## src/hdl/gmpd_pkg.sv

```systemverilog
// ----------------------------------------------------------------------------
// gmpd_pkg
// shared sizes, codes and constants of the grid path distance unit
// ----------------------------------------------------------------------------
`default_nettype none

package gmpd_pkg;

  // grid edge length in cells, 2 to 8
  localparam int GRID_SIZE = 8;

  // coordinate and cell widths
  localparam int COORD_W = 3;
  localparam int ADDR_W  = 2 * COORD_W;
  localparam int DEPTH   = 1 << ADDR_W;
  localparam int CELL_W  = 5;
  localparam int CMD_W   = 2;

  // last row / column index inside the grid
  localparam logic [COORD_W-1:0] LAST_IDX = COORD_W'(GRID_SIZE - 1);
  localparam logic [COORD_W:0]   GRID_LIM = (COORD_W + 1)'(GRID_SIZE);

  // cell codes
  localparam logic [CELL_W-1:0] BLOCKED_CELL = {CELL_W{1'b1}};
  localparam logic [CELL_W-1:0] FREE_CELL    = {CELL_W{1'b0}};

  // command codes
  localparam logic [CMD_W-1:0] CMD_WRITE = 2'd0;
  localparam logic [CMD_W-1:0] CMD_SOLVE = 2'd1;
  localparam logic [CMD_W-1:0] CMD_READ  = 2'd2;

endpackage

`default_nettype wire

```

## src/hdl/grid_monotone_path_distance_unit.sv

```systemverilog
// ----------------------------------------------------------------------------
// grid_monotone_path_distance_unit
// right/down path distance grid with write, solve and read commands
// ----------------------------------------------------------------------------
// The unit keeps a GRID_SIZE by GRID_SIZE grid of 5-bit signed cells in one
// dual-read, single-write memory, addressed {row, col}. A cell holds -1 when
// blocked or unreachable, else the step count to the bottom-right corner.
// A write transaction marks one cell blocked (-1) or free (0);
// a write outside the grid is dropped. A read transaction returns the cell
// through the memory read register and an output register (-1 outside the
// grid). A solve transaction sweeps the grid from the bottom-right corner,
// row by row and right to left, one cell per cycle. Each cell is read
// together with the cell below it; the cell to its right was finished in
// the cycle before and is forwarded from a register. Command 3 is taken
// and does nothing. After reset every cell reads as free through per-entry
// valid bits, so no clearing pass is needed.
// ----------------------------------------------------------------------------
`default_nettype none

module grid_monotone_path_distance_unit (
  input  wire                                  clk,
  input  wire                                  rst,
  // command channel
  input  wire                                  cmd_valid,
  output logic                                 cmd_stall,
  input  wire  [gmpd_pkg::CMD_W-1:0]           command,
  input  wire  [gmpd_pkg::COORD_W-1:0]         col,
  input  wire  [gmpd_pkg::COORD_W-1:0]         row,
  input  wire                                  blocked,
  // response channel
  output logic                                 rsp_valid,
  input  wire                                  rsp_stall,
  output logic signed [gmpd_pkg::CELL_W-1:0]   cell_value
);

  localparam int CW = gmpd_pkg::CELL_W;
  localparam int XW = gmpd_pkg::COORD_W;
  localparam int AW = gmpd_pkg::ADDR_W;

  // sequencer state codes
  localparam logic ST_IDLE  = 1'b0;
  localparam logic ST_SOLVE = 1'b1;

  logic state;

  // grid storage and its reset-valid bits
  logic [CW-1:0]                grid_mem [gmpd_pkg::DEPTH];
  logic [gmpd_pkg::DEPTH-1:0]   vld;

  // sweep position (issue stage)
  logic [XW-1:0] sx;
  logic [XW-1:0] sy;

  // read ports, registered data
  logic [AW-1:0] rd_a_addr;
  logic [AW-1:0] rd_b_addr;
  logic [CW-1:0] rd_a_data;
  logic [CW-1:0] rd_b_data;
  logic          rd_a_vld;
  logic          rd_b_vld;

  // compute stage of the sweep
  logic          s1_valid;
  logic [AW-1:0] s1_addr;
  logic          s1_right_in;
  logic          s1_down_in;
  logic          s1_corner;
  logic [CW-1:0] right_val;

  // pending read command
  logic          rd_pending;
  logic          rd_in;

  // write port
  logic          wr_en;
  logic [AW-1:0] wr_addr;
  logic [CW-1:0] wr_data;

  logic          busy;
  logic          cmd_acc;
  logic          cmd_in_grid;
  logic          issue;

  logic [CW-1:0] cur_val;
  logic [CW-1:0] down;
  logic [CW-1:0] right_inc;
  logic [CW-1:0] down_inc;
  logic          right_ok;
  logic          down_ok;
  logic [CW-1:0] res;

  // ---------------------------------------------------------------- control
  // a read may only enter when the output register is free by the time the
  // memory data comes back
  assign busy      = (state == ST_SOLVE) || s1_valid || rd_pending;
  assign cmd_stall = busy || ((command == gmpd_pkg::CMD_READ) && rsp_valid && rsp_stall);
  assign cmd_acc   = cmd_valid && !cmd_stall;
  assign issue     = (state == ST_SOLVE);

  assign cmd_in_grid = ({1'b0, col} < gmpd_pkg::GRID_LIM) &&
                       ({1'b0, row} < gmpd_pkg::GRID_LIM);

  always_ff @(posedge clk) begin
    if (rst) begin
      state <= ST_IDLE;
      sx    <= gmpd_pkg::LAST_IDX;
      sy    <= gmpd_pkg::LAST_IDX;
    end else begin
      case (state)
        ST_IDLE: begin
          if (cmd_acc && (command == gmpd_pkg::CMD_SOLVE)) begin
            state <= ST_SOLVE;
            sx    <= gmpd_pkg::LAST_IDX;
            sy    <= gmpd_pkg::LAST_IDX;
          end
        end
        ST_SOLVE: begin
          // walk right to left, bottom row first
          if (sx == '0) begin
            sx <= gmpd_pkg::LAST_IDX;
            if (sy == '0) begin
              state <= ST_IDLE;
            end else begin
              sy <= sy - XW'(1);
            end
          end else begin
            sx <= sx - XW'(1);
          end
        end
        default: begin
          state <= ST_IDLE;
        end
      endcase
    end
  end

  // ---------------------------------------------------------------- memory
  // port a: the swept cell or the cell a read asks for; port b: cell below
  assign rd_a_addr = issue ? {sy, sx} : {row, col};
  assign rd_b_addr = {sy + XW'(1), sx};

  always_ff @(posedge clk) begin
    rd_a_data <= grid_mem[rd_a_addr];
    rd_b_data <= grid_mem[rd_b_addr];
  end

  always_ff @(posedge clk) begin
    if (wr_en) begin
      grid_mem[wr_addr] <= wr_data;
    end
  end

  // an entry never written since reset reads as free
  always_ff @(posedge clk) begin
    if (rst) begin
      vld      <= '0;
      rd_a_vld <= 1'b0;
      rd_b_vld <= 1'b0;
    end else begin
      rd_a_vld <= vld[rd_a_addr];
      rd_b_vld <= vld[rd_b_addr];
      if (wr_en) begin
        vld[wr_addr] <= 1'b1;
      end
    end
  end

  // ---------------------------------------------------------------- sweep
  always_ff @(posedge clk) begin
    if (rst) begin
      s1_valid <= 1'b0;
    end else begin
      s1_valid <= issue;
    end
  end

  always_ff @(posedge clk) begin
    s1_addr     <= {sy, sx};
    s1_right_in <= (sx != gmpd_pkg::LAST_IDX);
    s1_down_in  <= (sy != gmpd_pkg::LAST_IDX);
    s1_corner   <= (sx == gmpd_pkg::LAST_IDX) && (sy == gmpd_pkg::LAST_IDX);
  end

  assign cur_val   = rd_a_vld ? rd_a_data : gmpd_pkg::FREE_CELL;
  assign down      = rd_b_vld ? rd_b_data : gmpd_pkg::FREE_CELL;
  assign right_ok  = s1_right_in && (right_val != gmpd_pkg::BLOCKED_CELL);
  assign down_ok   = s1_down_in && (down != gmpd_pkg::BLOCKED_CELL);
  assign right_inc = right_val + CW'(1);
  assign down_inc  = down + CW'(1);

  // distances are never negative here, so an unsigned compare picks the min
  always_comb begin
    if (cur_val == gmpd_pkg::BLOCKED_CELL) begin
      res = gmpd_pkg::BLOCKED_CELL;
    end else if (s1_corner) begin
      res = gmpd_pkg::FREE_CELL;
    end else if (right_ok && down_ok) begin
      res = (down < right_val) ? down_inc : right_inc;
    end else if (right_ok) begin
      res = right_inc;
    end else if (down_ok) begin
      res = down_inc;
    end else begin
      res = gmpd_pkg::BLOCKED_CELL;
    end
  end

  // the result becomes the right neighbour of the next cell in the row
  always_ff @(posedge clk) begin
    if (s1_valid) begin
      right_val <= res;
    end
  end

  // sweep write-back and command writes never overlap (busy interlock)
  always_comb begin
    if (s1_valid) begin
      wr_en   = 1'b1;
      wr_addr = s1_addr;
      wr_data = res;
    end else begin
      wr_en   = cmd_acc && (command == gmpd_pkg::CMD_WRITE) && cmd_in_grid;
      wr_addr = {row, col};
      wr_data = blocked ? gmpd_pkg::BLOCKED_CELL : gmpd_pkg::FREE_CELL;
    end
  end

  // ---------------------------------------------------------------- read path
  always_ff @(posedge clk) begin
    if (rst) begin
      rd_pending <= 1'b0;
    end else begin
      rd_pending <= cmd_acc && (command == gmpd_pkg::CMD_READ);
    end
  end

  always_ff @(posedge clk) begin
    if (cmd_acc) begin
      rd_in <= cmd_in_grid;
    end
  end

  always_ff @(posedge clk) begin
    if (rst) begin
      rsp_valid <= 1'b0;
    end else if (rd_pending) begin
      rsp_valid <= 1'b1;
    end else if (!rsp_stall) begin
      rsp_valid <= 1'b0;
    end
  end

  always_ff @(posedge clk) begin
    if (rd_pending) begin
      cell_value <= rd_in ? $signed(cur_val) : $signed(gmpd_pkg::BLOCKED_CELL);
    end
  end

  // ---------------------------------------------------------------- checks
  a_rsp_from_read: assert property (@(posedge clk) disable iff (rst)
    $rose(rsp_valid) |-> $past(rd_pending))
    else $error("response raised without a pending read");

  a_read_lands: assert property (@(posedge clk) disable iff (rst)
    (cmd_acc && (command == gmpd_pkg::CMD_READ)) |=> (rd_pending && !s1_valid))
    else $error("accepted read did not reach the read stage");

  a_no_overlap: assert property (@(posedge clk) disable iff (rst)
    !(s1_valid && rd_pending))
    else $error("sweep write-back overlaps a read");

  a_solve_quiet: assert property (@(posedge clk) disable iff (rst)
    (state == ST_SOLVE) |-> (cmd_stall && !rd_pending))
    else $error("command accepted during a sweep");

  a_sweep_len: assert property (@(posedge clk) disable iff (rst)
    $fell(s1_valid) |-> ($past(s1_addr) == '0))
    else $error("sweep ended away from the first cell");

endmodule

`default_nettype wire
```

## config.mk

```make
export PLATFORM = sky130hd
export DESIGN_NAME = grid_monotone_path_distance_unit
export DESIGN_NICKNAME = d
export VERILOG_FILES = /design/src/hdl/gmpd_pkg.sv /design/src/hdl/grid_monotone_path_distance_unit.sv
export SDC_FILE = /design/constraint.sdc
export NUM_CORES = 1
export LEC_CHECK = 0
export BUFFER_PORTS_ARGS = -buffer_cell sky130_fd_sc_hd__buf_2
export CAP_MARGIN = 20
export CORE_AREA = 2 2 221 180
export CTS_CLUSTER_SIZE = 30
export DETAILED_ROUTE_END_ITERATION = 6
export DIE_AREA = 0 0 223 182
export PLACE_DENSITY = 0.69
export SLEW_MARGIN = 10
export SYNTH_ARGS = -nofsm -noshare
export SYNTH_HDL_FRONTEND = slang
export SYNTH_SLANG_ARGS = --single-unit
```

## constraint.sdc

```tcl
create_clock -name clk -period 5.57 [get_ports clk]
set_input_delay 1.114 -clock clk [delete_from_list [all_inputs] [get_ports clk]]
set_output_delay 1.114 -clock clk [all_outputs]
set_load 0.1 [all_outputs]
```

==> impl_summary.md <==
Cells and area
The synthesis-to-finish area growth is 9.319%. The number of diodes added for antenna fixing is 0. The final cell count without fillers is 2160. The share of cells above drive strength 1 is 17.43%. After the last flow step, the layout net total stands at 1657.

Clock network
The H-tree was split into 2 levels. The register clock-pin slew on the reported worst setup and hold paths is 0.06 ns. The number of sinks driven by the clock tree is 425. Post-CTS repair changed the size of 0 cells.

The clock reaches the later pin of the worst-skew pair after 0.58 ns. The clock buffer count from CTS is 44. In this run, post-CTS hold repair placed 0 buffers.

TritonCTS built the clock tree. CTS placed an instance of sky130_fd_sc_hd__clkbuf_16 at the clock tree root. The maximum clock insertion buffer count is 3. The post-CTS setup buffer count is 0.

Logic synthesis
In this run the cell area of the synthesized design comes to 20870 µm². The most used flip-flop cell after synthesis is sky130_fd_sc_hd__edfxtp_1. After synthesis, the largest family of logic cells by area is multiplexers. The synthesized design contains 425 register bits.

The synthesized net count is 1664. The share of the Yosys chip area taken by registers is 56.61%. The count of flip-flops with a built-in enable after synthesis is 330. In the post-synthesis netlist, the biggest area contributors are sky130_fd_sc_hd__edfxtp_1, sky130_fd_sc_hd__mux4_2, sky130_fd_sc_hd__dfxtp_1. The synthesized netlist devotes 0.2099% of its cell area to XOR and XNOR gates. The top cell type by area accounts for 47.49% of the synthesized area. Summed over all instances, the cell type with the most area after synthesis is sky130_fd_sc_hd__edfxtp_1. Summing the areas of all compound-gate instances in the mapped netlist gives 9.739% of the synthesized area.

The average cell area after synthesis is 12.75 µm². Counting every instance in the synthesized netlist gives 1637. After synthesis, the share of flip-flops with an asynchronous set or reset is 0%. After synthesis, the share of cell area in mux cells is 17.78%. Summing the areas of all fa, ha and maj instances in the mapped netlist gives 0.8395% of the synthesized area. The netlist uses 67 different library cells. The Yosys step of the flow raised 0 warnings. The post-synthesis share of cell area spent on and, or, nand and nor gates is 12.11%.

Worst setup path
The endpoint class of the critical path is a flop. In this run the number of cells on the critical path is 9. The endpoint identified for the worst register-to-register timing path is rd_a_data[3]. At the worst endpoint, the arrival time is 4.77 ns. By startpoint and endpoint, the worst setup path is classified as flop to flop.

The minimum setup slack among reg-to-reg paths is 1.33 ns. The most repeated library cell on the critical path is sky130_fd_sc_hd__buf_4. Broken down by cell family, the worst path's largest delay share belongs to compound AO/OA/AOI/OAI gates. The required time of the critical path is 6.09 ns. In this design, the stage delay of the slowest critical-path cell is 0.86 ns. The startpoint identified for the worst register-to-register timing path is issue. The critical path goes through buf_4 -> mux2i_4 -> buf_4 -> nand2_1 -> and3_1 -> a311oi_1 -> a31oi_1 -> a221oi_1 -> o311a_1.

The number of buffer and inverter stages on the critical path is 2. The capture point of the critical path is rd_a_data[3]. The worst register-to-register path has a depth of 9.

Among all stages on the critical path, the largest delay is contributed by sky130_fd_sc_hd__dfxtp_2. The most critical setup path has its startpoint at issue. The startpoint type of the worst setup path is a flop. The largest driver fanout on the critical path is 33.

Job
Across the run, the number of max-cap violations was 0.

Detailed routing
The aggregate routed wire length is 63.18 mm. The number of iterations in the first detailed-routing pass is 6. The post-detailed-route DRC marker count is 0. After the first detailed-routing iteration, the DRC count stood at 2522. Using the TritonRoute via totals, the vias-per-cell ratio works out to 7.081. The post-detailed-route wirelength per cell is 29.25 µm. In this run the remaining antenna-violating nets after routing total 0. The total via count after detailed routing is 15290.

Status
The flow ran to the end, and the final reports show no timing, DRC or antenna violations.

STA
The slew at the pin with the worst max-slew slack is 1.250 ns. Setup repair after global routing left no endpoint under its margin. The final critical path takes up 76.20% of the cycle.

The total negative setup slack is 0 ns. Setup violations remaining at the end of the flow were counted as 0. The maximum achievable frequency is 235.6 MHz. The worst clock skew is 0.03088 ns. The count of final hold-check violations is 0. The final critical delay including setup and external delays is 4.244 ns. The final number of max-transition violations came to 0. The worst pin sits at a relative slew slack of 16.37%.

Pwr
For this design the ratio of total power to cell area is 304.8 nW/µm². The leakage component of the power is 7.606 nW. The total power after layout is 6.953 mW.

The worst IR drop on VDD is 0.0002367 V.

Die
The area of the die is 40590 µm². In this run the core area contains 65 standard-cell rows. Measured along the x axis, the die boundary spans 223 µm. The vertical die dimension is 182 µm.

The core footprint is 38630 µm². The initial utilization of the core area, before any placement, comes to 54.01%. The number of top-level design ports is 20.

GRT
The total overflow left after global routing is 0. The via count of the first global-routing pass is 14260. The largest net degree at the start of global routing is 79. The global-route wire length before repair is 93.87 mm. The number of antenna violations at the first check in global routing is 1.

The total track usage is 31.43%.

Placed design
The congestion estimate from routability-driven global placement came to 1.042. After legalization and detailed placement, the total HPWL measured 42.52 mm. In this run, placement finished with an instance count of 2086. The number of buffers inserted by port buffering is 19.

Worst hold path
The kind of path behind the tightest hold check is flop to flop.
-- through the flow --
step	setup slack, ns	hold slack (ns)	instance area, µm²	util [%]
detailed placement	1.344	0.4650	21500	55.65
global route	1.291	0.4969	22810	59.04
floorplan	1.044	0.3290	20870	-
finish	1.326	0.4865	22810	59.04
global placement	1.429	0.4641	21440	55.51
CTS	1.508	0.4726	22810	59.04
-- power breakdown --
part / internal [mW] / switching (mW)
sequential: 3.46 / 0.0387
combinational: 0.230 / 0.465
clock: 1.52 / 1.23
-- state kept, by name (all words and copies together) (netlist names) --
register and count:
s1_right_in 1, grid_mem 320, sx 3, cell_value 5, s1_addr 6, rsp_valid 1, right_val 5, sy 3
s1_down_in 1, rd_pending 1, rd_b_data 5, s1_valid 1, rd_a_vld 1, rd_b_vld 1, issue 1, s1_corner 1
vld 64, rd_a_data 5
-- cell usage in the layout, fill, tap and decap left out, types with 4 or more instances in the layout --
master                      instances
sky130_fd_sc_hd__and2_1            11
sky130_fd_sc_hd__and3_1            12
sky130_fd_sc_hd__o21a_1             4
sky130_fd_sc_hd__mux2i_4            4
sky130_fd_sc_hd__nor2b_1           10
sky130_fd_sc_hd__edfxtp_1         330
sky130_fd_sc_hd__o21ai_0           40
sky130_fd_sc_hd__nor3_1            33
sky130_fd_sc_hd__nand2_1          188
sky130_fd_sc_hd__o22ai_1           50
sky130_fd_sc_hd__nor2_1           179
sky130_fd_sc_hd__buf_2             19
sky130_fd_sc_hd__o32ai_1            5
sky130_fd_sc_hd__clkinv_1           4
sky130_fd_sc_hd__a311oi_1          11
sky130_fd_sc_hd__mux4_2           150
sky130_fd_sc_hd__nand2b_1          52
sky130_fd_sc_hd__inv_1             17
sky130_fd_sc_hd__buf_4             30
sky130_fd_sc_hd__a21o_1             6
sky130_fd_sc_hd__o32a_1             4
sky130_fd_sc_hd__clkinv_2           8
sky130_fd_sc_hd__a31oi_1            6
sky130_fd_sc_hd__a21oi_1          114
sky130_fd_sc_hd__a221oi_1           4
sky130_fd_sc_hd__clkbuf_1           7
sky130_fd_sc_hd__a211oi_1          16
sky130_fd_sc_hd__nor4_1             4
sky130_fd_sc_hd__ha_1              14
sky130_fd_sc_hd__a32oi_1            7
sky130_fd_sc_hd__a22oi_1           25
sky130_fd_sc_hd__dfxtp_1           91
sky130_fd_sc_hd__nand3_1           57
sky130_fd_sc_hd__mux2i_1           23
sky130_fd_sc_hd__clkbuf_16         46
-- worst reg2reg max path: stages (launching register included) --
cell and delay [ns]:
sky130_fd_sc_hd__dfxtp_2 0.86, sky130_fd_sc_hd__buf_4 0.44, sky130_fd_sc_hd__mux2i_4 0.86, sky130_fd_sc_hd__buf_4 0.43
sky130_fd_sc_hd__nand2_1 0.09, sky130_fd_sc_hd__and3_1 0.16, sky130_fd_sc_hd__a311oi_1 0.24, sky130_fd_sc_hd__a31oi_1 0.12
sky130_fd_sc_hd__a221oi_1 0.70, sky130_fd_sc_hd__o311a_1 0.28
-- per-layer routing --
| metal | GRT usage [%] | share of wire [%] | vias to the layer above | routed length, µm |
|---|---|---|---|---|
| li1 | - | - | 6333 | - |
| met1 | 47.28 | 39 | 7536 | 24730 |
| met2 | 43.75 | 42 | 1246 | 26470 |
| met3 | 9.693 | 16 | 177 | 9812 |
| met4 | 9.799 | 3.4 | 2 | 2155 |
| met5 | 0 | 0.014 | - | 9 |
-- final cells by class --
type	count	area, µm²
tap	502	628.1
sequential	425	11820
fill	2940	15820
multi-input combinational	1088	8583
inverter	19	71.32
clock buffer	56	1201
clock inverter	18	108.9
timing repair buffer	52	395.4
-- cell families after synthesis --
logic type,count (synthesis)
compound gates,321
xor+xnor,5
simple gates,567
mux,181
fa+ha+maj,14
flops,425
buf+inv,124
-- cells in the mapped netlist (3+ instances only) --
| cell type | instances |
|---|---|
| sky130_fd_sc_hd__buf_2 | 50 |
| sky130_fd_sc_hd__a21oi_1 | 116 |
| sky130_fd_sc_hd__ha_1 | 14 |
| sky130_fd_sc_hd__nand2b_1 | 52 |
| sky130_fd_sc_hd__a32oi_1 | 7 |
| sky130_fd_sc_hd__a22oi_1 | 25 |
| sky130_fd_sc_hd__inv_1 | 17 |
| sky130_fd_sc_hd__o32a_1 | 4 |
| sky130_fd_sc_hd__o22ai_1 | 50 |
| sky130_fd_sc_hd__clkbuf_1 | 42 |
| sky130_fd_sc_hd__or3_1 | 3 |
| sky130_fd_sc_hd__nor3_1 | 33 |
| sky130_fd_sc_hd__mux4_2 | 150 |
| sky130_fd_sc_hd__nor2b_1 | 10 |
| sky130_fd_sc_hd__o211ai_1 | 3 |
| sky130_fd_sc_hd__a221oi_1 | 4 |
| sky130_fd_sc_hd__o21a_1 | 4 |
| sky130_fd_sc_hd__nand3b_1 | 3 |
| sky130_fd_sc_hd__buf_6 | 3 |
| sky130_fd_sc_hd__nand3_1 | 57 |
| sky130_fd_sc_hd__and2_1 | 11 |
| sky130_fd_sc_hd__xnor2_1 | 3 |
| sky130_fd_sc_hd__and3_1 | 12 |
| sky130_fd_sc_hd__o21ai_0 | 40 |
| sky130_fd_sc_hd__buf_4 | 4 |
| sky130_fd_sc_hd__a31oi_1 | 8 |
| sky130_fd_sc_hd__dfxtp_1 | 95 |
| sky130_fd_sc_hd__edfxtp_1 | 330 |
| sky130_fd_sc_hd__o32ai_1 | 5 |
| sky130_fd_sc_hd__nand4_1 | 3 |
| sky130_fd_sc_hd__mux2i_1 | 26 |
| sky130_fd_sc_hd__nor4_1 | 4 |
| sky130_fd_sc_hd__a311oi_1 | 11 |
| sky130_fd_sc_hd__nand2_1 | 188 |
| sky130_fd_sc_hd__a211oi_1 | 16 |
| sky130_fd_sc_hd__a21o_1 | 6 |
| sky130_fd_sc_hd__mux2_2 | 3 |
| sky130_fd_sc_hd__nor2_1 | 182 |
| sky130_fd_sc_hd__buf_1 | 6 |
-- worst min-delay path by stage --
stage                     depth (start not counted)  startpoint         end
after floorplan                                   0       sx[2]  s1_addr[2]
after global placement                            2     vld[62]     vld[62]
after detailed placement                          0       sy[2]  s1_addr[5]
after CTS                                         0       sy[2]  s1_addr[5]
after global routing                              0       sy[2]  s1_addr[5]
final                                             0       sy[2]  s1_addr[5]
Note: power is estimated with default switching activity, not from simulation.
